### config.mk
export PLATFORM = sky130hd
export DESIGN_NAME = cgdr_queue
export DESIGN_NICKNAME = d
export VERILOG_FILES = /design/src/rtl/core/cgdr_pkg.sv /design/src/rtl/core/cgdr_queue.sv
export SDC_FILE = /design/constraint.sdc
export NUM_CORES = 1
export LEC_CHECK = 0
export BUFFER_PORTS_ARGS = -buffer_cell sky130_fd_sc_hd__buf_2
export CAP_MARGIN = 20
export CORE_MARGIN = 2
export CORE_UTILIZATION = 29
export DETAILED_ROUTE_END_ITERATION = 6
export PLACE_DENSITY_LB_ADDON = 0.08
export SLEW_MARGIN = 20
export SYNTH_ARGS = -nofsm -noshare
export SYNTH_HDL_FRONTEND = slang
export SYNTH_SLANG_ARGS = --single-unit
### constraint.sdc
create_clock -name i_clk -period 2 [get_ports i_clk]
set_clock_uncertainty 0.1 [all_clocks]
set_input_delay 0.3 -clock i_clk [delete_from_list [all_inputs] [get_ports i_clk]]
set_output_delay 0.3 -clock i_clk [all_outputs]
set_load 0.05 [all_outputs]
### src/rtl/core/cgdr_pkg.sv
// shared constants, types and command format for the character grid delta refresh core
// depends on nothing; every rtl/core file but cgdr_ram refers to it by scoped names
package cgdr_pkg;

    localparam int GRID_COLUMNS = 80;
    localparam int GRID_ROWS    = 24;
    localparam int CELL_COUNT   = GRID_COLUMNS * GRID_ROWS;
    localparam int ADDR_W       = $clog2(CELL_COUNT);
    localparam int ROW_W        = 6;
    localparam int COL_W        = 7;
    localparam int CHAR_W       = 8;
    localparam int POS_W        = 9;
    localparam int QUEUE_DEPTH  = 2;
    localparam int QPTR_W       = $clog2(QUEUE_DEPTH);
    localparam int QCNT_W       = $clog2(QUEUE_DEPTH + 1);

    localparam logic [CHAR_W-1:0] BLANK_CHAR = 8'd32;

    // action codes on the input stream
    localparam logic [1:0] ACT_CLEAR = 2'd0;
    localparam logic [1:0] ACT_DRAW  = 2'd1;
    localparam logic [1:0] ACT_FLIP  = 2'd2;

    typedef enum logic [1:0] {
        CMD_CLEAR,
        CMD_DRAW,
        CMD_FLIP
    } t_cmd_kind;

    typedef struct packed {
        t_cmd_kind         kind;
        logic [ADDR_W-1:0] addr;
        logic [CHAR_W-1:0] char_code;
    } t_cmd;

endpackage

### src/rtl/core/cgdr_queue.sv
// short command queue between the front end and the back end
// depends on cgdr_pkg
module cgdr_queue (
    input  logic           i_clk,
    input  logic           i_rst_n,
    input  logic           i_push,
    input  cgdr_pkg::t_cmd i_cmd,
    output logic           o_full,
    input  logic           i_pop,
    output logic           o_valid,
    output cgdr_pkg::t_cmd o_cmd
);

    cgdr_pkg::t_cmd r_mem [cgdr_pkg::QUEUE_DEPTH];
    logic [cgdr_pkg::QPTR_W-1:0] r_wr_ptr;
    logic [cgdr_pkg::QPTR_W-1:0] r_rd_ptr;
    logic [cgdr_pkg::QCNT_W-1:0] r_count;
    logic [cgdr_pkg::QPTR_W-1:0] n_wr_ptr;
    logic [cgdr_pkg::QPTR_W-1:0] n_rd_ptr;

    assign o_full  = (r_count == cgdr_pkg::QCNT_W'(cgdr_pkg::QUEUE_DEPTH));
    assign o_valid = (r_count != '0);
    assign o_cmd   = r_mem[r_rd_ptr];

    assign n_wr_ptr = (r_wr_ptr == cgdr_pkg::QPTR_W'(cgdr_pkg::QUEUE_DEPTH - 1))
        ? '0 : r_wr_ptr + 1'b1;
    assign n_rd_ptr = (r_rd_ptr == cgdr_pkg::QPTR_W'(cgdr_pkg::QUEUE_DEPTH - 1))
        ? '0 : r_rd_ptr + 1'b1;

    always_ff @(posedge i_clk) begin
        if (i_push) begin
            r_mem[r_wr_ptr] <= i_cmd;
        end
    end

    always_ff @(posedge i_clk) begin
        if (!i_rst_n) begin
            r_wr_ptr <= '0;
            r_rd_ptr <= '0;
            r_count  <= '0;
        end else begin
            if (i_push) begin
                r_wr_ptr <= n_wr_ptr;
            end
            if (i_pop) begin
                r_rd_ptr <= n_rd_ptr;
            end
            if (i_push && !i_pop) begin
                r_count <= r_count + 1'b1;
            end else if (i_pop && !i_push) begin
                r_count <= r_count - 1'b1;
            end
        end
    end

endmodule

## After elaboration in Yosys (flattened, before gate mapping)

Memories as Yosys holds them, arrays and structs flattened. A register that Yosys moved wholly into a read port is not among the register bits.
Index checks and enable logic that the tools add are counted.

| operators by class | value |
|---|---|
| reduce and logical (&&, ||, !) cells | 6 |
| equal/unequal tests | 1 |
| multiplexer cells | 8 |
| add/subtract/negate cells | 4 |

Operators by type and width:

| cell | number |
|---|---|
| two-way mux 1 bit | 6 |
| two-way mux 2 bit | 2 |
| nonzero test 2 bit | 2 |
| adder 1 bit, second input constant | 2 |
| adder 2 x 1 -> 2 bit, second input constant | 1 |
| equality test 2 bit, second input constant | 1 |
| logical AND 1 bit | 2 |
| logical NOT 1 bit | 2 |
| subtractor 2 x 1 -> 2 bit, second input constant | 1 |

| storage, ports and cells | value |
|---|---|
| memories kept | 1 |
| output and inout port bits | 23 |
| word-level logic and storage cells | 23 |
| RAM bits | 42 |
| input bits | 25 |
| bits in registers | 4 |

Memories:

| memory | depth | bits a word | read ports | clocked after Yosys merged registers in | write ports | line | text |
|---|---|---|---|---|---|---|---|
| r_mem | 2 | 21 | 1 | 1 | 1 | cgdr_queue.sv:14 | `cgdr_pkg::t_cmd r_mem [cgdr_pkg::QUEUE_DEPTH];` |

## Longest topological paths before layout

Gate-level depths: netlist of run 1.

| logic depth | value |
|---|---|
| word-level depth | 4 |
| mapped depth | 5 |
| depth with buffers taken out | 5 |

## Worst setup path before layout of run 1

No wires, ideal clock.

| path | value |
|---|---|
| path kind | input to register |
| start | in i_push |
| end | mem r_mem[0][0] (netlist name) (enable) |
| buffers on the path | 0 |
| path slack | 0.189 ns |
| stages on the path | 1 |
| required time | 1.497 ns |
| setup time | 0.403 ns |
| arrival | 1.309 ns |
| cell sequence | nor2b_1 |

| on the way | value |
|---|---|
| longest elaborated chain between the ends | 2 |

RTL lines:

| item | line | text |
|---|---|---|
| start: declaration | cgdr_queue.sv:6 | `input logic i_push,` |
| two-way mux 1 bit | cgdr_queue.sv:31 | `if (i_push) begin` |
| two-way mux 1 bit (implied by the code) | cgdr_queue.sv:32 | `r_mem[r_wr_ptr] <= i_cmd;` |
| end: declaration | cgdr_queue.sv:14 |  |

No other way between the ends.

==> flow_summary.ini, run 1 <==
[detailed_routing]
routed-via-count = 923
firstDrtPassIters = 4
drt_wl_total_um = 2857
vias_per_cell = 4.195
route.detailed.drc = 0
drtAntennaViolNets = 0
post_drt_wl_per_cell_um = 12.99
drt_iter0_markers = 19

[synthesis]
ys_ff_latch = 47
synth_nets = 113
ys_seq_area_share_pct = 78.73
synthArstFlopShare_pct = 0
syn_inst = 87
synth_top_area_share_pct = 72.94
syn_area_um2 = 1729
synth_common_cells = edfxtp_1 (42), mux2_2 (21), dfxtp_1 (5)
synth-edff-count = 42
avgSynthCellArea_um2 = 19.88
synth_area_leaders = edfxtp_1 (73%), mux2_2 (14%), dfxtp_1 (5.8%)
synth_cell_type_count = 16
synth.most_common_cell = edfxtp_1
yosysTopAreaCell = edfxtp_1
ys_warn_count = 0
ys.flop_type = edfxtp_1

[final_layout]
num_antenna_cells = 0
nets = 170
areaGrowthSynthToFinish_pct = 29.16
final_util_pct = 38.17
drive_gt1_share_pct = 57.24
nFillCells = 549

[worst_setup_path]
critPathRequiredTime_ns = 1.60
start_kind = flop
arrival_ns = 1.40
worst-path-max-fanout = 12
end_kind = output port
crit_type = reg2out

[pwr]
p_per_area_nw_per_um2 = 1046
p_sw_share_pct = 24.82
irDropWorstVdd_v = 0.0004169
leakage_uw = 0.0008572
p_seq_share_pct = 49.0
power_uw = 2337
pwr-share-clk_pct = 33.8
p_sw_uw = 580.0
internal_power_uw = 1757
comb_power_share_pct = 17.2

[sta]
tns_ns = 0
finalCritPeriodShare_pct = 89.96
relSlewSlack_pct = 77.69
hold_ws_ns = 0.09375
setup_violations = 0
rsz0062_at_grt = false
hold_violations = 0
max_freq_ghz = 0.5558
period_minus_slack_ns = 1.799
drv_slew = 0
tightest_slew_ns = 0.3332

[clock_network]
path_clk_slew_ns = 0.08
clockRootBuffer = clkbuf_8
cts_tree = done
cts_buffer_depth = 2
cts-resized-gates = 0
numCtsBuffers = 5
cts_hold_buf = 0
htreeDepth = 2
post-cts-setup-buffers = 0
clk-insertion-delay-late_ns = 0.29
cts_sinks = 47

[floorplanning]
die_h_um = 81.22
die_x_um = 81.22
dieArea_um2 = 6596
initial_core_util_pct = 29.56
core-area_um2 = 5851
ios = 48
std_cell_rows = 28

[placed_design]
gp_congestion = 0.6445
detailed_place_hpwl_um = 2056
io_buffers = 47

[status]
status = completed

[grt]
grt.overflow.total = 0
grt_pass1_vias = 954
grt_usage_pct = 9.436
grt_max_degree = 19
grt_pass1_wl_um = 4395
antenna_found_initial = 0

[job]
max-cap-violations = 0

[worst_hold_path]
hold_class = in2reg
registers in the layout, indices dropped and copies added (netlist names), named ones only:
signal	count
r_mem	42
r_count	2
r_wr_ptr	1
r_rd_ptr	1
final cells by class:
class	instances	area, um2	area share (%)
Clock buffer	6	72.57	3.249
Timing Repair Buffer	52	285.3	12.77
Tap cell	75	93.84	4.202
Sequential cell	47	1361	60.95
Inverter	1	3.754	0.1681
Clock inverter	2	60.06	2.689
Multi-Input combinational cell	37	356.6	15.97
cell families (layout without fill, tap and decap cells):
group,Yosys count,count (layout),synth area share [%]
adder cells (fa/ha/maj),1,1,0.7235
AND/OR/NAND/NOR,9,9,3.401
flip-flops,47,47,78.73
multiplexers,21,21,13.68
XOR/XNOR,3,3,1.520
AO/OA/AOI/OAI,3,3,1.158
buffers and inverters,3,61,0.7958
power groups by stage:
stage          Sequential (uW)  Combinational [uW]  Clock, uW
6_report                  1150                 401        790
4_1_cts                   1150                 410        821
5_1_grt                   1150                 427        855
3_5_place_dp              1170                 409          0
2_1_floorplan             1160                 300          0
3_3_place_gp              1170                 404          0
stage by stage:
stage               setup WS, ns  area, um2  instances
floorplan                 0.1888       1729         87
global placement          0.5063       2101        212
detailed placement        0.4993       2101        212
CTS                       0.1547       2233        220
global route              0.1018       2233        220
finish                    0.2008       2233        220
metal layers:
layer | part of all wire [%] | global-route usage [%]
met1 | 37 | 9.371
met2 | 56 | 17.19
met3 | 5.8 | 3.556
met4 | 0.74 | 4.576
met5 | 0 | 0
worst max-delay path, stage by stage, from the launching register on:
cell and delay (ns):
dfxtp_1 0.33, buf_4 0.21, mux2_2 0.36, buf_2 0.21
cell usage in the layout (no fill, tap or decap), drive strengths merged:
cell type / instances
and2b: 1
buf: 52
bufinv: 2
and2: 4
o21ai: 1
a21boi: 1
clkbuf: 6
xnor2: 1
edfxtp: 42
o21a: 1
or2: 1
dfxtp: 5
ha: 1
or3: 1
inv: 1
nor2b: 2
mux2: 21
xor2: 2
final timing paths:
kind | cells after the start | to | slack (ns) | from
setup / recovery | 3 | o_cmd[9] | 0.20 | flop
hold / removal | 1 | r_mem[0][17]$_DFFE_PP_ | 0.09 | i_cmd[17]
setup reg to reg | 2 | r_mem[0][15]$_DFFE_PP_ | 0.76 | r_wr_ptr$_SDFFE_PN0P_
hold reg to reg | 2 | r_count[1]$_SDFFE_PN0P_ | 0.42 | r_count[1]$_SDFFE_PN0P_
(Power assumes the default switching activity.)
==> inputs of run 2 (changes only) <==
- CORE_MARGIN: 2 -> 3
- clock period: 2 -> 1.6 ns (I/O delays scaled with it)
==> flow_summary.ini, run 2 (synthesized netlist as in run 1, its figures left out) <==
[floorplanning]
die_h_um = 83.22
core-area_um2 = 5642
initial_core_util_pct = 30.65
dieArea_um2 = 6925
die_x_um = 83.22
std_cell_rows = 27
ios = 48

[worst_setup_path]
critPathRequiredTime_ns = 1.26
start_kind = flop
crit_chain = buf_12 -> mux2_4 -> buf_8
arrival_ns = 1.31
path_delay_family = flip-flops
crit_type = reg2out
cp_num_buf_inv = 2
end_kind = output port
max_stage_delay_ns = 0.40
cpMaxStageDelayCell = dfxtp_4
worst-path-max-fanout = 7

[final_layout]
drive_gt1_share_pct = 58.50
largest_reg_flops = 42
final_common_cell = edfxtp_1
regMostFlops = r_mem
reg_top3 = r_mem: 42 flops, r_count: 2 flops
postLayoutCellArea_um2 = 2532
nFillCells = 502
areaGrowthSynthToFinish_pct = 46.45
nets = 172
final_util_pct = 44.89
num_antenna_cells = 0
final_cell_mix = edfxtp_1 (42), buf_2 (26), buf_8 (22), mux2_4 (21), clkbuf_8 (5)

[placed_design]
io_buffers = 47
gp_congestion = 0.6877
dpl_cell_area_um2 = 2092
detailed_place_hpwl_um = 2187
detailedPlace.worstSlack_ns = 0.1331

[pwr]
p_seq_share_pct = 48.6
p_sw_share_pct = 26.16
irDropWorstVdd_v = 0.0004076
pwr-share-clk_pct = 27.9
comb_power_share_pct = 23.5
leakage_uw = 0.001015
p_per_area_nw_per_um2 = 1170
p_sw_uw = 775.0
internal_power_uw = 2187

[sta]
setup_slack_ns = -0.04739
finalCritPeriodShare_pct = 103.0
relSlewSlack_pct = 83.38
max_freq_ghz = 0.6070
period_minus_slack_ns = 1.647
drv_slew = 0
rsz0062_at_grt = true
tightest_slew_ns = 0.2511
hold_ws_ns = 0.03053
tns_ns = -0.8795
hold_violations = 0
setup_violations = 21

[grt]
grt_pass1_wl_um = 5278
grt_max_degree = 15
antenna_found_initial = 0
grt.overflow.total = 0
grt_usage_pct = 9.901
grt_pass1_vias = 1045

[worst_hold_path]
hold_class = in2reg

[clock_network]
numCtsBuffers = 5
clk-insertion-delay-late_ns = 0.29
cts_hold_buf = 0
post-cts-setup-buffers = 0
htreeDepth = 2
cts_sinks = 47
cts_tree = done
clockRootBuffer = clkbuf_8
path_clk_slew_ns = 0.09
cts_buffer_depth = 2

[detailed_routing]
drtAntennaViolNets = 0
drt_wl_total_um = 3164
drt_iter0_markers = 47
vias_per_cell = 4.224
post_drt_wl_per_cell_um = 14.45
routed-via-count = 925
firstDrtPassIters = 4
route.detailed.drc = 0

[status]
status = complete, but fails checks
violations = setup timing

[job]
max-cap-violations = 0
run 2: cell count changes in the layout (fill, tap and decap cells not counted):
cell / change
buf_12: +1
buf_2: -21
buf_8: +22
bufinv_16: -1
clkbuf_1: -1
clkinv_1: +1
clkinv_2: +1
dfxtp_1: -1
dfxtp_4: +1
mux2_2: -21
mux2_4: +21
run 2: power groups by stage:
stage	clock (uW)	sequential (uW)	combinational, uW
6_report	826	1440	696
3_5_place_dp	0	1460	511
4_1_cts	859	1440	671
2_1_floorplan	0	1460	376
5_1_grt	918	1450	733
3_3_place_gp	0	1460	505
run 2: worst paths after layout:
kind	startpoint	endpoint	slack, ns	depth (start not counted)
worst min-delay path	i_cmd[6]	r_mem[0][6]$_DFFE_PP_	0.03	1
worst max register to register	r_count[0]$_SDFFE_PN0P_	r_count[1]$_SDFFE_PN0P_	0.43	3
worst max-delay path	flop	o_cmd[1]	-0.05	3
worst min register to register	r_count[1]$_SDFFE_PN0P_	r_count[1]$_SDFFE_PN0P_	0.41	2
run 2: through the flow:
| step | power [uW] | instances |
|---|---|---|
| global placement | 1964 | 210 |
| CTS | 2970 | 219 |
| floorplan | 1831 | 87 |
| global route | 3100 | 219 |
| detailed placement | 1972 | 210 |
| finish | 2962 | 219 |
run 2: per-layer routing:
layer / vias up / part of all wire, % / GRT usage [%]
met3: 5 / 5.8 / 3.968
met2: 25 / 51 / 16.18
met4: 0 / 1.5 / 3.120
met1: 449 / 42 / 11.95
li1: 446 / - / -
met5: - / 0 / 0
run 2: what timing repair did:
action / 4_1_cts / 5_1_grt
gates resized for setup: 80 / 15
endpoints found under the setup margin: 21 / 21
gates cloned: 1 / 0
run 2: area by class of cell:
| type | instances | area (um2) | area share, % |
|---|---|---|---|
| clock buffer | 5 | 68.82 | 2.717 |
| tap | 72 | 90.09 | 3.557 |
| timing repair buffer | 54 | 530.5 | 20.95 |
| inverter | 1 | 3.754 | 0.1482 |
| clock inverter | 3 | 38.79 | 1.532 |
| multi-input combinational | 37 | 435.4 | 17.19 |
| sequential | 47 | 1365 | 53.90 |
==> inputs of run 3 (changes only) <==
- CORE_UTILIZATION: 29 -> 45
==> flow_summary.ini, run 3 (synthesized netlist as in run 1, its figures left out) <==
[worst_setup_path]
worst-path-max-fanout = 7
arrival_ns = 1.31
start_kind = flop
critPathRequiredTime_ns = 1.26
end_kind = output port
crit_type = reg2out

[sta]
tightest_slew_ns = 0.2512
finalCritPeriodShare_pct = 103.4
setup_violations = 21
hold_violations = 0
relSlewSlack_pct = 83.37
setup_slack_ns = -0.05482
drv_slew = 0
period_minus_slack_ns = 1.655
rsz0062_at_grt = true
max_freq_ghz = 0.6043

[floorplanning]
initial_core_util_pct = 49.11
dieArea_um2 = 4623
ios = 48
std_cell_rows = 21
die_h_um = 67.99
core-area_um2 = 3521
die_x_um = 67.99

[grt]
antenna_found_initial = 0
grt_pass1_vias = 1018
grt_usage_pct = 14.37
grt_pass1_wl_um = 4560
grt.overflow.total = 0
grt_max_degree = 17

[clock_network]
post-cts-setup-buffers = 0
cts_buffer_depth = 2
htreeDepth = 2
cts_hold_buf = 0
clk-insertion-delay-late_ns = 0.29
clockRootBuffer = clkbuf_8
numCtsBuffers = 5
path_clk_slew_ns = 0.08
cts_tree = done
cts_sinks = 47

[detailed_routing]
route.detailed.drc = 0
vias_per_cell = 4.829
drt_iter0_markers = 21
post_drt_wl_per_cell_um = 14.83
drt_wl_total_um = 2863
routed-via-count = 932
drtAntennaViolNets = 0
firstDrtPassIters = 4

[final_layout]
multi_input_area_um2 = 435.4
nets = 172
areaGrowthSynthToFinish_pct = 44.57
layout.cells.non_filler = 193
final_cell_mix = edfxtp_1 (42), buf_2 (26), buf_8 (23), mux2_4 (21), clkbuf_8 (5)
ff_latch_area_um2 = 1365
drive_gt1_share_pct = 59.18
regMostFlops = r_mem
final_util_pct = 71.00
nFillCells = 250
final_common_cell = edfxtp_1
num_antenna_cells = 0
reg_top3 = r_mem: 42 flops, r_count: 2 flops
largest_reg_flops = 42

[job]
max-cap-violations = 0

[status]
violations = setup timing
status = complete, but fails checks

[placed_design]
detailed_place_hpwl_um = 1895
numPlacedInstances = 184
io_buffers = 47
gp_congestion = 0.6262

[worst_hold_path]
hold_class = in2reg

[pwr]
irDropWorstVdd_v = 0.001224
comb_power_share_pct = 23.2
p_per_area_nw_per_um2 = 1186
leakage_uw = 0.001016
internal_power_uw = 2192
pwr-share-clk_pct = 28.3
p_seq_share_pct = 48.6
p_sw_share_pct = 26.10
p_sw_uw = 774.0
## run 3: cell counts in the layout (fill, tap and decap cells not counted)
Identical to the previous run, type by type.
## run 3: worst paths after layout
check | slack [ns] | end | startpoint | cells past startpoint
worst max register to register | 0.47 | r_count[1]$_SDFFE_PN0P_ | r_count[0]$_SDFFE_PN0P_ | 3
worst min register to register | 0.40 | r_count[1]$_SDFFE_PN0P_ | r_count[1]$_SDFFE_PN0P_ | 2
worst min-delay path | 0.03 | r_mem[1][5]$_DFFE_PP_ | i_cmd[5] | 1
worst max-delay path | -0.05 | o_cmd[6] | flop | 3
## run 3: layout make-up
class / instances / area share [%]
clock buffers: 5 / 2.753
clock inverters: 3 / 1.752
inverters: 1 / 0.1502
multi-input cells: 37 / 17.42
flip-flops and latches: 47 / 54.60
well taps: 46 / 2.302
repair buffers: 54 / 21.02
## run 3: repair_timing
action | 4_1_cts | 5_1_grt
cloned | 1 | 0
setup endpoints to repair | 21 | 21
resized for setup | 93 | 1
## run 3: power by group through the flow
stage                     clock network (uW)  logic, uW  registers (uW)
after floorplan                            0        376            1460
final                                    838        688            1440
after global routing                     927        723            1450
after detailed placement                   0        502            1460
after global placement                     0        496            1460
after CTS                                862        691            1440
## run 3: per-layer routing
layer  track usage [%]  vias to the layer above  wire length [um]
met3             5.583                        6               212
li1                  -                      447                 -
met5                 0                        -                 0
met2             24.55                       29              1546
met1             15.28                      450              1048
met4             7.444                        0                56
## run 3: per-stage QoR
step | cell area [um2] | TNS, ns | hold WS, ns | setup WS [ns] | total power (uW)
3_3_place_gp | 2059 | 0 | 0.3273 | 0.1709 | 1953
2_1_floorplan | 1732 | 0 | 0.2389 | 0.1998 | 1831
3_5_place_dp | 2059 | 0 | 0.3334 | 0.1603 | 1963
5_1_grt | 2500 | -1.901 | 0.008430 | -0.09900 | 3098
4_1_cts | 2495 | -1.203 | 0.01541 | -0.07075 | 2992
6_report | 2500 | -0.8769 | 0.02526 | -0.05482 | 2966
## run 3: worst max-delay path: stages, from the launching register on
cell	delay, ns
dfxtp_4	0.40
buf_8	0.15
mux2_4	0.32
buf_8	0.15
