[src/rtl/core/cgdr_pkg.sv]
// shared constants, types and command format for the character grid delta refresh core
// depends on nothing; every rtl/core file but cgdr_ram refers to it by scoped names
package cgdr_pkg;

    localparam int GRID_COLUMNS = 80;
    localparam int GRID_ROWS    = 24;
    localparam int CELL_COUNT   = GRID_COLUMNS * GRID_ROWS;
    localparam int ADDR_W       = $clog2(CELL_COUNT);
    localparam int ROW_W        = 6;
    localparam int COL_W        = 7;
    localparam int CHAR_W       = 8;
    localparam int POS_W        = 9;
    localparam int QUEUE_DEPTH  = 2;
    localparam int QPTR_W       = $clog2(QUEUE_DEPTH);
    localparam int QCNT_W       = $clog2(QUEUE_DEPTH + 1);

    localparam logic [CHAR_W-1:0] BLANK_CHAR = 8'd32;

    // action codes on the input stream
    localparam logic [1:0] ACT_CLEAR = 2'd0;
    localparam logic [1:0] ACT_DRAW  = 2'd1;
    localparam logic [1:0] ACT_FLIP  = 2'd2;

    typedef enum logic [1:0] {
        CMD_CLEAR,
        CMD_DRAW,
        CMD_FLIP
    } t_cmd_kind;

    typedef struct packed {
        t_cmd_kind         kind;
        logic [ADDR_W-1:0] addr;
        logic [CHAR_W-1:0] char_code;
    } t_cmd;

endpackage

[src/rtl/core/cgdr_front.sv]
// front end: classifies an input item into a grid command and drops items with no effect
// depends on cgdr_pkg
module cgdr_front (
    input  logic [1:0]                       i_action,
    input  logic signed [cgdr_pkg::POS_W-1:0] i_x_pos,
    input  logic signed [cgdr_pkg::POS_W-1:0] i_y_pos,
    input  logic [cgdr_pkg::CHAR_W-1:0]      i_char_code,
    output logic                             o_keep,
    output cgdr_pkg::t_cmd                   o_cmd
);

    logic x_on;
    logic y_on;
    logic [cgdr_pkg::ADDR_W-1:0] row_base;

    assign x_on = !i_x_pos[cgdr_pkg::POS_W-1]
        && (i_x_pos[7:0] < 8'(cgdr_pkg::GRID_COLUMNS));
    assign y_on = !i_y_pos[cgdr_pkg::POS_W-1]
        && (i_y_pos[7:0] < 8'(cgdr_pkg::GRID_ROWS));

    // row-major cell address
    assign row_base = cgdr_pkg::ADDR_W'(i_y_pos[cgdr_pkg::ROW_W-1:0])
        * cgdr_pkg::ADDR_W'(cgdr_pkg::GRID_COLUMNS);

    always_comb begin
        o_cmd.addr      = row_base + cgdr_pkg::ADDR_W'(i_x_pos[cgdr_pkg::COL_W-1:0]);
        o_cmd.char_code = i_char_code;
        o_cmd.kind      = cgdr_pkg::CMD_FLIP;
        o_keep          = 1'b0;
        case (i_action)
            cgdr_pkg::ACT_CLEAR: begin
                o_cmd.kind = cgdr_pkg::CMD_CLEAR;
                o_keep     = 1'b1;
            end
            cgdr_pkg::ACT_DRAW: begin
                o_cmd.kind = cgdr_pkg::CMD_DRAW;
                o_keep     = x_on && y_on;
            end
            cgdr_pkg::ACT_FLIP: begin
                o_cmd.kind = cgdr_pkg::CMD_FLIP;
                o_keep     = 1'b1;
            end
            default: begin
                o_keep = 1'b0;
            end
        endcase
    end

endmodule

[config.mk]
export PLATFORM = sky130hd
export DESIGN_NAME = cgdr_front
export DESIGN_NICKNAME = d
export VERILOG_FILES = /design/src/rtl/core/cgdr_pkg.sv /design/src/rtl/core/cgdr_front.sv
export SDC_FILE = /design/constraint.sdc
export NUM_CORES = 1
export LEC_CHECK = 0
export BUFFER_PORTS_ARGS = -buffer_cell sky130_fd_sc_hd__buf_2
export CORE_AREA = 2 2 39 41
export DETAILED_ROUTE_END_ITERATION = 6
export DIE_AREA = 0 0 41 43
export GPL_TIMING_DRIVEN = 0
export PLACE_DENSITY = 0.85
export RECOVER_POWER = 100
export SLEW_MARGIN = 20
export SYNTH_ARGS = -nofsm -noshare
export SYNTH_HDL_FRONTEND = slang
export SYNTH_SLANG_ARGS = --single-unit
[constraint.sdc]
create_clock -name vclk -period 5.4
set_input_delay 1.08 -clock vclk [all_inputs]
set_output_delay 1.08 -clock vclk [all_outputs]
set_load 0.02 [all_outputs]
# Word-level counts from Yosys, hierarchy flattened
# Index checks and enable logic that the tools add are counted.
[word_totals]
reg_bits = 0
latchBits = 0
ram_bits = 0
mem_bits_ro = 0
input_bits = 28
output_inout_bits = 22
elab_cells = 15
mem_count = 0
[classes]
addsub = 1
n_mul = 1
div = 0
order_cmp = 2
n_eq_ne = 2
shift = 0
muxes = 2
n_bitwise = 0
n_reduce_logical = 7
[ops]
columns = ["operator", "n"]
rows = [
  ["11-bit by 7-bit adder with 11-bit output", 1],
  ["8-bit by 5-bit < comparator with 1-bit output (second input constant)", 1],
  ["8-bit by 7-bit < comparator with 1-bit output (second input constant)", 1],
  ["6-bit by 3-bit multiplier with 7-bit output (second input constant)", 1],
  ["2-bit case mux with 2 select lines", 1],
  ["1-bit logical AND", 3],
  ["2-bit by 1-bit == test with 1-bit output (second input constant)", 1],
  ["2-bit == test (second input constant)", 1],
  ["1-bit logical NOT", 2],
  ["2-bit logical NOT", 1],
  ["1-bit case mux with 2 select lines", 1],
  ["2-bit OR reduction", 1],
]

# Longest topological paths before layout
# Gate-level depths: netlist (run 1).
[logic_depth]
depth_word = 4
ltp_mapped = 7
mapped_depth_nobuf = 7

# Worst setup path after synthesis (run 1)
# No wires, ideal clock.
[synth_path]
kind = "in2out"
startpoint = "in i_y_pos[1] (netlist bit)"
endpoint = "out o_cmd[18] (netlist bit)"
arrival_ps = 2794
required_time_ps = 4320
slack_ps = 1526
path_stages = 7
n_path_buf = 0
path_cell_list = "ha_1 ha_1 fa_1 xor2_1 nand4_1 xnor2_1 xnor2_1"
[synth_rtl]
columns = ["element", "line", "text"]
rows = [
  ["from (decl)", "cgdr_front.sv:6", "input logic signed [cgdr_pkg::POS_W-1:0] i_y_pos,"],
  ["to (decl)", "cgdr_front.sv:9", "output cgdr_pkg::t_cmd o_cmd"],
]

==> results.md, run 1 <==
Setup path:
- The cell family contributing the most delay on the critical path is adder cells.
- Walking the worst path, the cells encountered are buf_2 > ha_1 > ha_1 > fa_1 > xor2_1 > nand4_1 > xnor2_1 > xnor2_1 > clkbuf_1.
- At the worst endpoint, the required time is 4.32 ns.
- Following the worst setup path forward leads to its endpoint at o_cmd[18].
- The startpoint-to-endpoint class of the critical path is in2out.
- The combined buffer and inverter count along the critical path is 2.
- The worst setup path is launched from a primary input.
- The most critical setup path has its startpoint at i_y_pos[1].
- The signal arrival time at the worst endpoint is 3.08 ns.
- The critical path's largest stage delay is 0.38 ns.
- The maximum fanout along the worst path is 3.
- In this run the number of cells on the critical path is 9.
- The kind of end point of the critical path is a primary output.
- The slowest stage of the critical path is the sky130_fd_sc_hd__fa_1 cell.

Synth:
- Of the total synthesized cell area, the portion taken by AND, OR, NAND and NOR gates is 0.117.
- Of the total synthesized cell area, the portion taken by full adders, half adders and majority gates is 0.398.
- The number of synthesis warnings is 0.
- The average size of a mapped cell is 8.48 um^2.
- After synthesis, the share of cell area in mux cells is 0.
- The synthesized-area fraction occupied by ao, oa, aoi and oai cells came to 0.0904.
- Yosys mapped the design onto 15 distinct sky130hd cell types.
- The netlist area before placement is between 400 and 500 um^2.
- The share of synthesized area occupied by flip-flops and latches is 0.
- The net count after synthesis is 89.
- After synthesis, the largest family of logic cells by area is adder cells.
- Synthesis produced a netlist whose cell count is 49.
- Of the total synthesized cell area, the portion taken by XOR and XNOR cells is 0.169.

Floorplanning:
- The number of standard-cell rows in the floorplan is 14.
- The overall die width is 41 um.
- The starting density of the core is 0.300.
- Measured along the y axis, the die boundary spans 43 um.
- The placeable core region is 0.00138 mm^2.
- The count of boundary I/O pins is 50.
- The die covers 0.00176 mm^2.

Outcome:
- The run finished with clean final reports.

STA:
- The sum of negative setup slack is 0 ns.
- At the pin with the least slew margin, the transition time is ~0.26 ns.
- Based on the critical path, the design can be clocked at up to 241 MHz.
- The worst pin sits at a relative slew slack of 0.828.
- The minimum clock period is ~4.2 ns.
- Setup repair after global routing left no endpoint under its margin.
- The final period utilization is 0.770.
- The number of max-slew violations in the final report is 0.
- Setup violations remaining at the end of the flow were counted as 0.
- The hold violation count in the final report is 0.

GRT:
- After global routing, the most crowded layer is met2.
- The met1 demand-to-capacity share in global routing is 0.0895.
- Entering global routing, the biggest net connects 5 pins.
- Across every metal layer, demand over resource in global routing totals 0.0952.
- The met2 track demand over resource is 0.209.
- For this run, global-route usage on met3 was measured as 0.
- The number of global-route vias before repair was 364.
- Summed over all layers, the global routing overflow is 0.
- The number of antenna violations at the first check in global routing is 0.
- The first-pass GRT wire length is 1240 um.

Route:
- The per-cell via count in the routed design is 4.55.
- The number of antenna-violating nets in the routed design is 0.
- The number of DRC markers after the initial detailed-route iteration is 1.
- The count of TritonRoute iterations in the first routing pass is 2.
- The routed layout has ~470 vias.
- After detailed routing, the number of remaining DRC violations is 0.
- In the final routed layout, each cell accounts on average for ~9.5 um.
- The routed design has a little under 1000 um of wire.

Layout:
- The synthesis-to-finish area growth is 44.0%.
- The number of antenna diodes in the final layout is 0.
- The sequential cells in the finished layout cover a total of 0 um^2.
- After the flow finishes, the layout carries non-filler instances totaling 103.
- At the end of the flow, the number of nets in the layout was between 100 and 150.
- The fraction of layout cells with a size suffix above 1 is 0.322.
- Clock buffers in the final layout number 0.
- The number of sequential cells in the layout is 0.

Hold path:
- The worst min-delay path class is in2out.
- The worst hold path was traced through 2 stages.

Place:
- The number of instances in the placed design is 103.
- At the end of routability-driven placement, the weighted congestion stood at 0.611.
- The count of port buffers added during placement is 38.
- The HPWL after detailed placement is 966 um.

Power and ir drop:
- The leakage power total is between 0.3 and 0.4 nW.
- The power per cell area is about 150 mW/mm^2.
- The maximum ir drop on the vdd rail is about 78 uV.

Clock tree:
- The number of buffers added for setup after CTS is 0.
- The number of buffers inserted by hold repair at cts is 0.
- The post-cts resize count is 0.

Flow run:
- The number of maximum-capacitance constraint violations is 0.
logic make-up after synthesis:
| group | after synthesis |
|---|---|
| and+or+nand+nor | 10 |
| xor gates and xnor gates | 8 |
| buffers and inverters | 13 |
| AOI/OAI and AO/OA | 6 |
| adders and majority gates | 12 |
placed cells by master, fill, tap and decap left out:
cell,n
sky130_fd_sc_hd__nor2_1,1
sky130_fd_sc_hd__a21o_1,3
sky130_fd_sc_hd__nor3_1,1
sky130_fd_sc_hd__xnor2_1,4
sky130_fd_sc_hd__nand4_1,2
sky130_fd_sc_hd__buf_4,12
sky130_fd_sc_hd__buf_2,16
sky130_fd_sc_hd__fa_1,2
sky130_fd_sc_hd__xor2_1,4
sky130_fd_sc_hd__clkbuf_1,23
sky130_fd_sc_hd__nor2b_1,1
sky130_fd_sc_hd__nor4_1,1
sky130_fd_sc_hd__a21oi_1,2
sky130_fd_sc_hd__nand2_1,4
sky130_fd_sc_hd__o21ai_0,1
sky130_fd_sc_hd__ha_1,10
metrics by stage:
step                      utilization  hold slack [ns]  worst slack, ns  power [mW]  area [um^2]
after global routing            0.432             2.42             1.13      0.0972          598
after detailed placement        0.452             2.38             1.30      0.0953          626
after global placement          0.452             2.38             1.34      0.0928          626
after floorplan                     -             2.24             1.53      0.0656          415
after CTS                       0.452             2.38             1.30      0.0959          626
final                           0.432             2.42             1.24      0.0892          598
power breakdown:
group	switching (mW)	internal (mW)	leakage, nW	total, mW
combinational	0.0538	0.0354	0.320	0.0892
clock	0	0	0	0
sequential	0	0	0	0
total	0.0538	0.0354	0.320	0.0892
routing by layer:
| metal | vias up | wire, um |
|---|---|---|
| met4 | 0 | 0 |
| met1 | 202 | 316 |
| li1 | 234 | - |
| met3 | 0 | 153 |
| met5 | - | 0 |
| met2 | 33 | 511 |
worst min path at each step:
| stage | startpoint | to | slack, ns |
|---|---|---|---|
| CTS | i_char_code[5] | o_cmd[5] | 2.38 |
| detailed placement | i_char_code[5] | o_cmd[5] | 2.38 |
| floorplan | i_action[1] | o_cmd[19] | 2.24 |
| global route | i_char_code[5] | o_cmd[5] | 2.42 |
| finish | i_x_pos[0] | o_cmd[8] | 2.42 |
| global placement | i_char_code[0] | o_cmd[0] | 2.38 |
synthesized netlist by cell type:
| cell | count | area, um^2 |
|---|---|---|
| sky130_fd_sc_hd__buf_4 | 12 | 90.1 |
| sky130_fd_sc_hd__nor2_1 | 1 | 3.75 |
| sky130_fd_sc_hd__nand2_1 | 4 | 15.0 |
| sky130_fd_sc_hd__nor3_1 | 1 | 5.00 |
| sky130_fd_sc_hd__clkbuf_1 | 1 | 3.75 |
| sky130_fd_sc_hd__xor2_1 | 4 | 35.0 |
| sky130_fd_sc_hd__fa_1 | 2 | 40.0 |
| sky130_fd_sc_hd__nor4_1 | 1 | 6.26 |
| sky130_fd_sc_hd__nor2b_1 | 1 | 6.26 |
| sky130_fd_sc_hd__a21oi_1 | 2 | 10.0 |
| sky130_fd_sc_hd__o21ai_0 | 1 | 5.00 |
| sky130_fd_sc_hd__xnor2_1 | 4 | 35.0 |
| sky130_fd_sc_hd__a21o_1 | 3 | 22.5 |
| sky130_fd_sc_hd__ha_1 | 10 | 125 |
| sky130_fd_sc_hd__nand4_1 | 2 | 12.5 |
area by class of cell:
type / count / area [um^2]
Tap cell: 16 / 20.0
Timing Repair Buffer: 38 / 163
Buffer: 13 / 93.8
Fill cell: 164 / 786
Multi-Input combinational cell: 36 / 322
No activity file was read; power rests on OpenSTA's default activity.
==> run 2: changes to the inputs <==
--- a/config.mk
+++ b/config.mk
@@ -5,12 +5,13 @@
 export SDC_FILE = /design/constraint.sdc
 export NUM_CORES = 1
 export LEC_CHECK = 0
+export ABC_AREA = 1
 export BUFFER_PORTS_ARGS = -buffer_cell sky130_fd_sc_hd__buf_2
 export CORE_AREA = 2 2 39 41
 export DETAILED_ROUTE_END_ITERATION = 6
 export DIE_AREA = 0 0 41 43
 export GPL_TIMING_DRIVEN = 0
-export PLACE_DENSITY = 0.85
+export PLACE_DENSITY = 0.9
 export RECOVER_POWER = 100
 export SLEW_MARGIN = 20
 export SYNTH_ARGS = -nofsm -noshare
==> constraint.sdc (replaced) <==
create_clock -name vclk -period 4.3
set_input_delay 0.86 -clock vclk [all_inputs]
set_output_delay 0.86 -clock vclk [all_outputs]
set_load 0.02 [all_outputs]
==> results.md, run 2 <==
Layout:
- The final antenna diode count is 0.
- At the end of the flow the core is filled with cells to 0.477.
- In the final layout, flip-flops and latches occupy 0 um^2.
- From synthesis to final layout, the design area changed by 38.2%.
- In the final layout, the share of cells above drive strength 1 is 0.248.
- The layout filler cell count is between 150 and 200.
- At the end of the flow, the number of nets in the layout was 155.
- In the finished design the tool counted flip-flops and latches totalling 0.
- The final-layout clock buffer total is 0.
- In the layout the commonest cells are sky130_fd_sc_hd__nand2_1, sky130_fd_sc_hd__clkbuf_1, sky130_fd_sc_hd__buf_2.
- The final instance count without filler cells is 129.

Synth:
- The Yosys step of the flow raised 0 warnings.
- The area share of fa/ha/maj cells after synthesis is 0.346.
- Of the total synthesized cell area, the portion taken by XOR and XNOR cells is 0.0550.
- After synthesis, the largest family of logic cells by area is adder cells.
- The share of synthesized area in the top cell type comes to 0.262.
- The synthesized design spends more area on one cell type than any other, namely sky130_fd_sc_hd__ha_1.
- The synthesized-area fraction occupied by ao, oa, aoi and oai cells is 0.0209.
- Yosys mapped the design onto 14 distinct sky130hd cell types.
- Of the total synthesized cell area, the portion taken by AND, OR, NAND and NOR gates is 0.312.
- Of the synthesized area, sequential elements account for 0.
- The average size of a mapped cell is 6.37 um^2.
- The net count after synthesis is 115.
- The netlist area before placement is 478 um^2.
- The instance count of the mapped netlist is 75.
- The mux contribution to synthesized area is 0.
- Counting instances in the post-synthesis netlist gives the leading cell types as sky130_fd_sc_hd__nand2_1, sky130_fd_sc_hd__buf_4, sky130_fd_sc_hd__ha_1.
- In the post-synthesis netlist, the biggest area contributors are sky130_fd_sc_hd__ha_1, sky130_fd_sc_hd__buf_4, sky130_fd_sc_hd__nand2_1.
- The dominant cell by count in the synthesized netlist is sky130_fd_sc_hd__nand2_1.

Floorplanning:
- Measured along the x axis, the die boundary spans a little over 40 um.
- The floorplan step defined a core boundary enclosing roughly 0.0014 mm^2.
- In this run the core area contains 14 standard-cell rows.
- 50 I/O pins were placed.
- The die outline area is 0.00176 mm^2.
- The die span in y is ~43 um.
- The starting density of the core is 0.345.

STA:
- Setup repair after global routing left no endpoint under its margin.
- The final period utilization is 0.824.
- The sum of negative setup slack is 0 ns.
- The setup-violating endpoint count in the final report is 0.
- The minimum clock period is 3.54 ns.
- The number of max-slew violations in the final report is 0.
- At the pin with the least slew margin, the transition time is 0.257 ns.
- Across all hold checks on the routed design, the worst slack comes to around 2.0 ns.
- The headroom to the max-slew limit is 0.829.
- For this run, the top clock speed supported by timing is 282 MHz.
- The minimum setup slack in the final design is approximately 0.76 ns.
- The hold violation count in the final report is 0.

Route:
- Using the TritonRoute via totals, the vias-per-cell ratio works out to 4.26.
- The routed length per instance is 8.98 um.
- The count of TritonRoute iterations in the first routing pass is 4.
- The detailed-route via count is 549.
- After detailed routing, the number of remaining DRC violations is 0.
- The detailed router finished its first iteration with 3 violations.
- The total length of routed wires is 1160 um.
- The number of antenna-violating nets in the routed design is 0.

GRT:
- The number of antenna violations at the first check in global routing is 0.
- The first global-routing pass estimated between 1500 and 2000 um of wire.
- The overall routing resource usage is 0.143.
- In the global route stage, met3 resource usage came out at 0.
- In the global route stage, met2 resource usage came out at 0.266.
- For this run, global-route usage on met1 was measured as 0.186.
- The largest net degree at the start of global routing is 5.
- The number of global-route vias before repair is 466.
- After global routing, the most crowded layer is met2.
- The overflow left after global routing is 0.

Setup path:
- Walking the worst path, the cells encountered are buf_2 > ha_1 > ha_1 > fa_1 > nand2_1 > inv_1 > nand3_1 > inv_1 > nand2_1 > nand2_1 > clkbuf_1.
- The number of buffers and inverters on the critical path is 4.
- The kind of cell adding the most delay to the critical path is adder cells.
- Data on the critical path is required at its endpoint by 3.44 ns.
- The slowest stage of the critical path is the sky130_fd_sc_hd__fa_1 cell.
- In this run the worst path has a maximum fanout of 3.
- Data on the critical path arrives at its endpoint at between 2 and 3 ns.
- STA classifies the critical path endpoint as a primary output.
- The critical path's largest stage delay is 0.54 ns.
- The cell type with the highest occurrence count on the critical path is sky130_fd_sc_hd__nand2_1.
- The kind of launch point of the worst setup path is a primary input.
- The startpoint-to-endpoint class of the critical path is in2out.

Place:
- The number of instances in the placed design is 129.
- The congestion estimate from routability-driven global placement came to 0.798.
- After legalization and detailed placement, the total HPWL measured 1050 um.
- Before CTS, the worst setup slack after placement is between 0.8 and 0.9 ns.
- The count of port buffers added during placement is 38.

Power and ir drop:
- The power per cell area is about 170 mW/mm^2.
- Across the VDD grid, the largest voltage drop is 68.7 uV.
- The leakage power total is 0.387 nW.

Hold path:
- The worst min-delay path class is in2out.
- The capture endpoint of the worst hold path is o_cmd[6].
- Along the worst hold path, the cell count comes to 2.
- The beginning of the worst hold path is i_char_code[6].

Clock tree:
- The number of buffers added for setup after CTS is 0.
- The number of gates resized after CTS was 0.
- The number of buffers inserted by hold repair at cts is 0.

Outcome:
- The run finished with clean final reports.

Flow run:
- The tool flagged a number of max-cap violations equal to 0.
[run 2: changes by cell type after synthesis, moves of 2 or more]
cell / delta
sky130_fd_sc_hd__a21o_1: -3
sky130_fd_sc_hd__nor2_1: +3
sky130_fd_sc_hd__a21oi_1: -2
sky130_fd_sc_hd__nand3_1: +6
sky130_fd_sc_hd__inv_1: +9
sky130_fd_sc_hd__nand2_1: +19
sky130_fd_sc_hd__xor2_1: -2
sky130_fd_sc_hd__xnor2_1: -3
[run 2: worst max path at each step]
stage	from	end	slack [ns]	cells after the start
global placement	i_y_pos[1]	o_cmd[18]	0.87	11
finish	i_y_pos[1]	o_cmd[18]	0.76	11
floorplan	i_y_pos[1]	o_cmd[18]	1.13	9
detailed placement	i_y_pos[1]	o_cmd[18]	0.83	11
global route	i_y_pos[1]	o_cmd[18]	0.62	11
CTS	i_y_pos[1]	o_cmd[18]	0.82	11
[run 2: area by class of cell]
class                      count  area [um^2]  share of cell area
buffer                        13         93.8               0.142
inverter                       9         33.8              0.0511
multi-input combinational     53          350               0.530
tap                           16         20.0              0.0303
timing repair buffer          38          163               0.246
[run 2: through the flow]
step / area (um^2) / power [mW]
after detailed placement: 688 / 0.120
after floorplan: 478 / 0.0836
after global routing: 661 / 0.127
after global placement: 688 / 0.117
after CTS: 688 / 0.121
final: 661 / 0.115
[run 2: report_power, final]
group | internal [mW] | switching [mW]
Sequential | 0 | 0
Combinational | 0.0430 | 0.0715
Clock | 0 | 0
[run 2: cells by family after synthesis]
| kind of cell | count (synthesis) |
|---|---|
| xor gates and xnor gates | 3 |
| buffers and inverters | 22 |
| AOI/OAI and AO/OA | 2 |
| adders and majority gates | 12 |
| and+or+nand+nor | 36 |
[run 2: routing by layer]
metal,share of wire,wire length [um]
met5,0,0
met4,0,0
met3,0.068,79
met2,0.54,629
met1,0.39,450
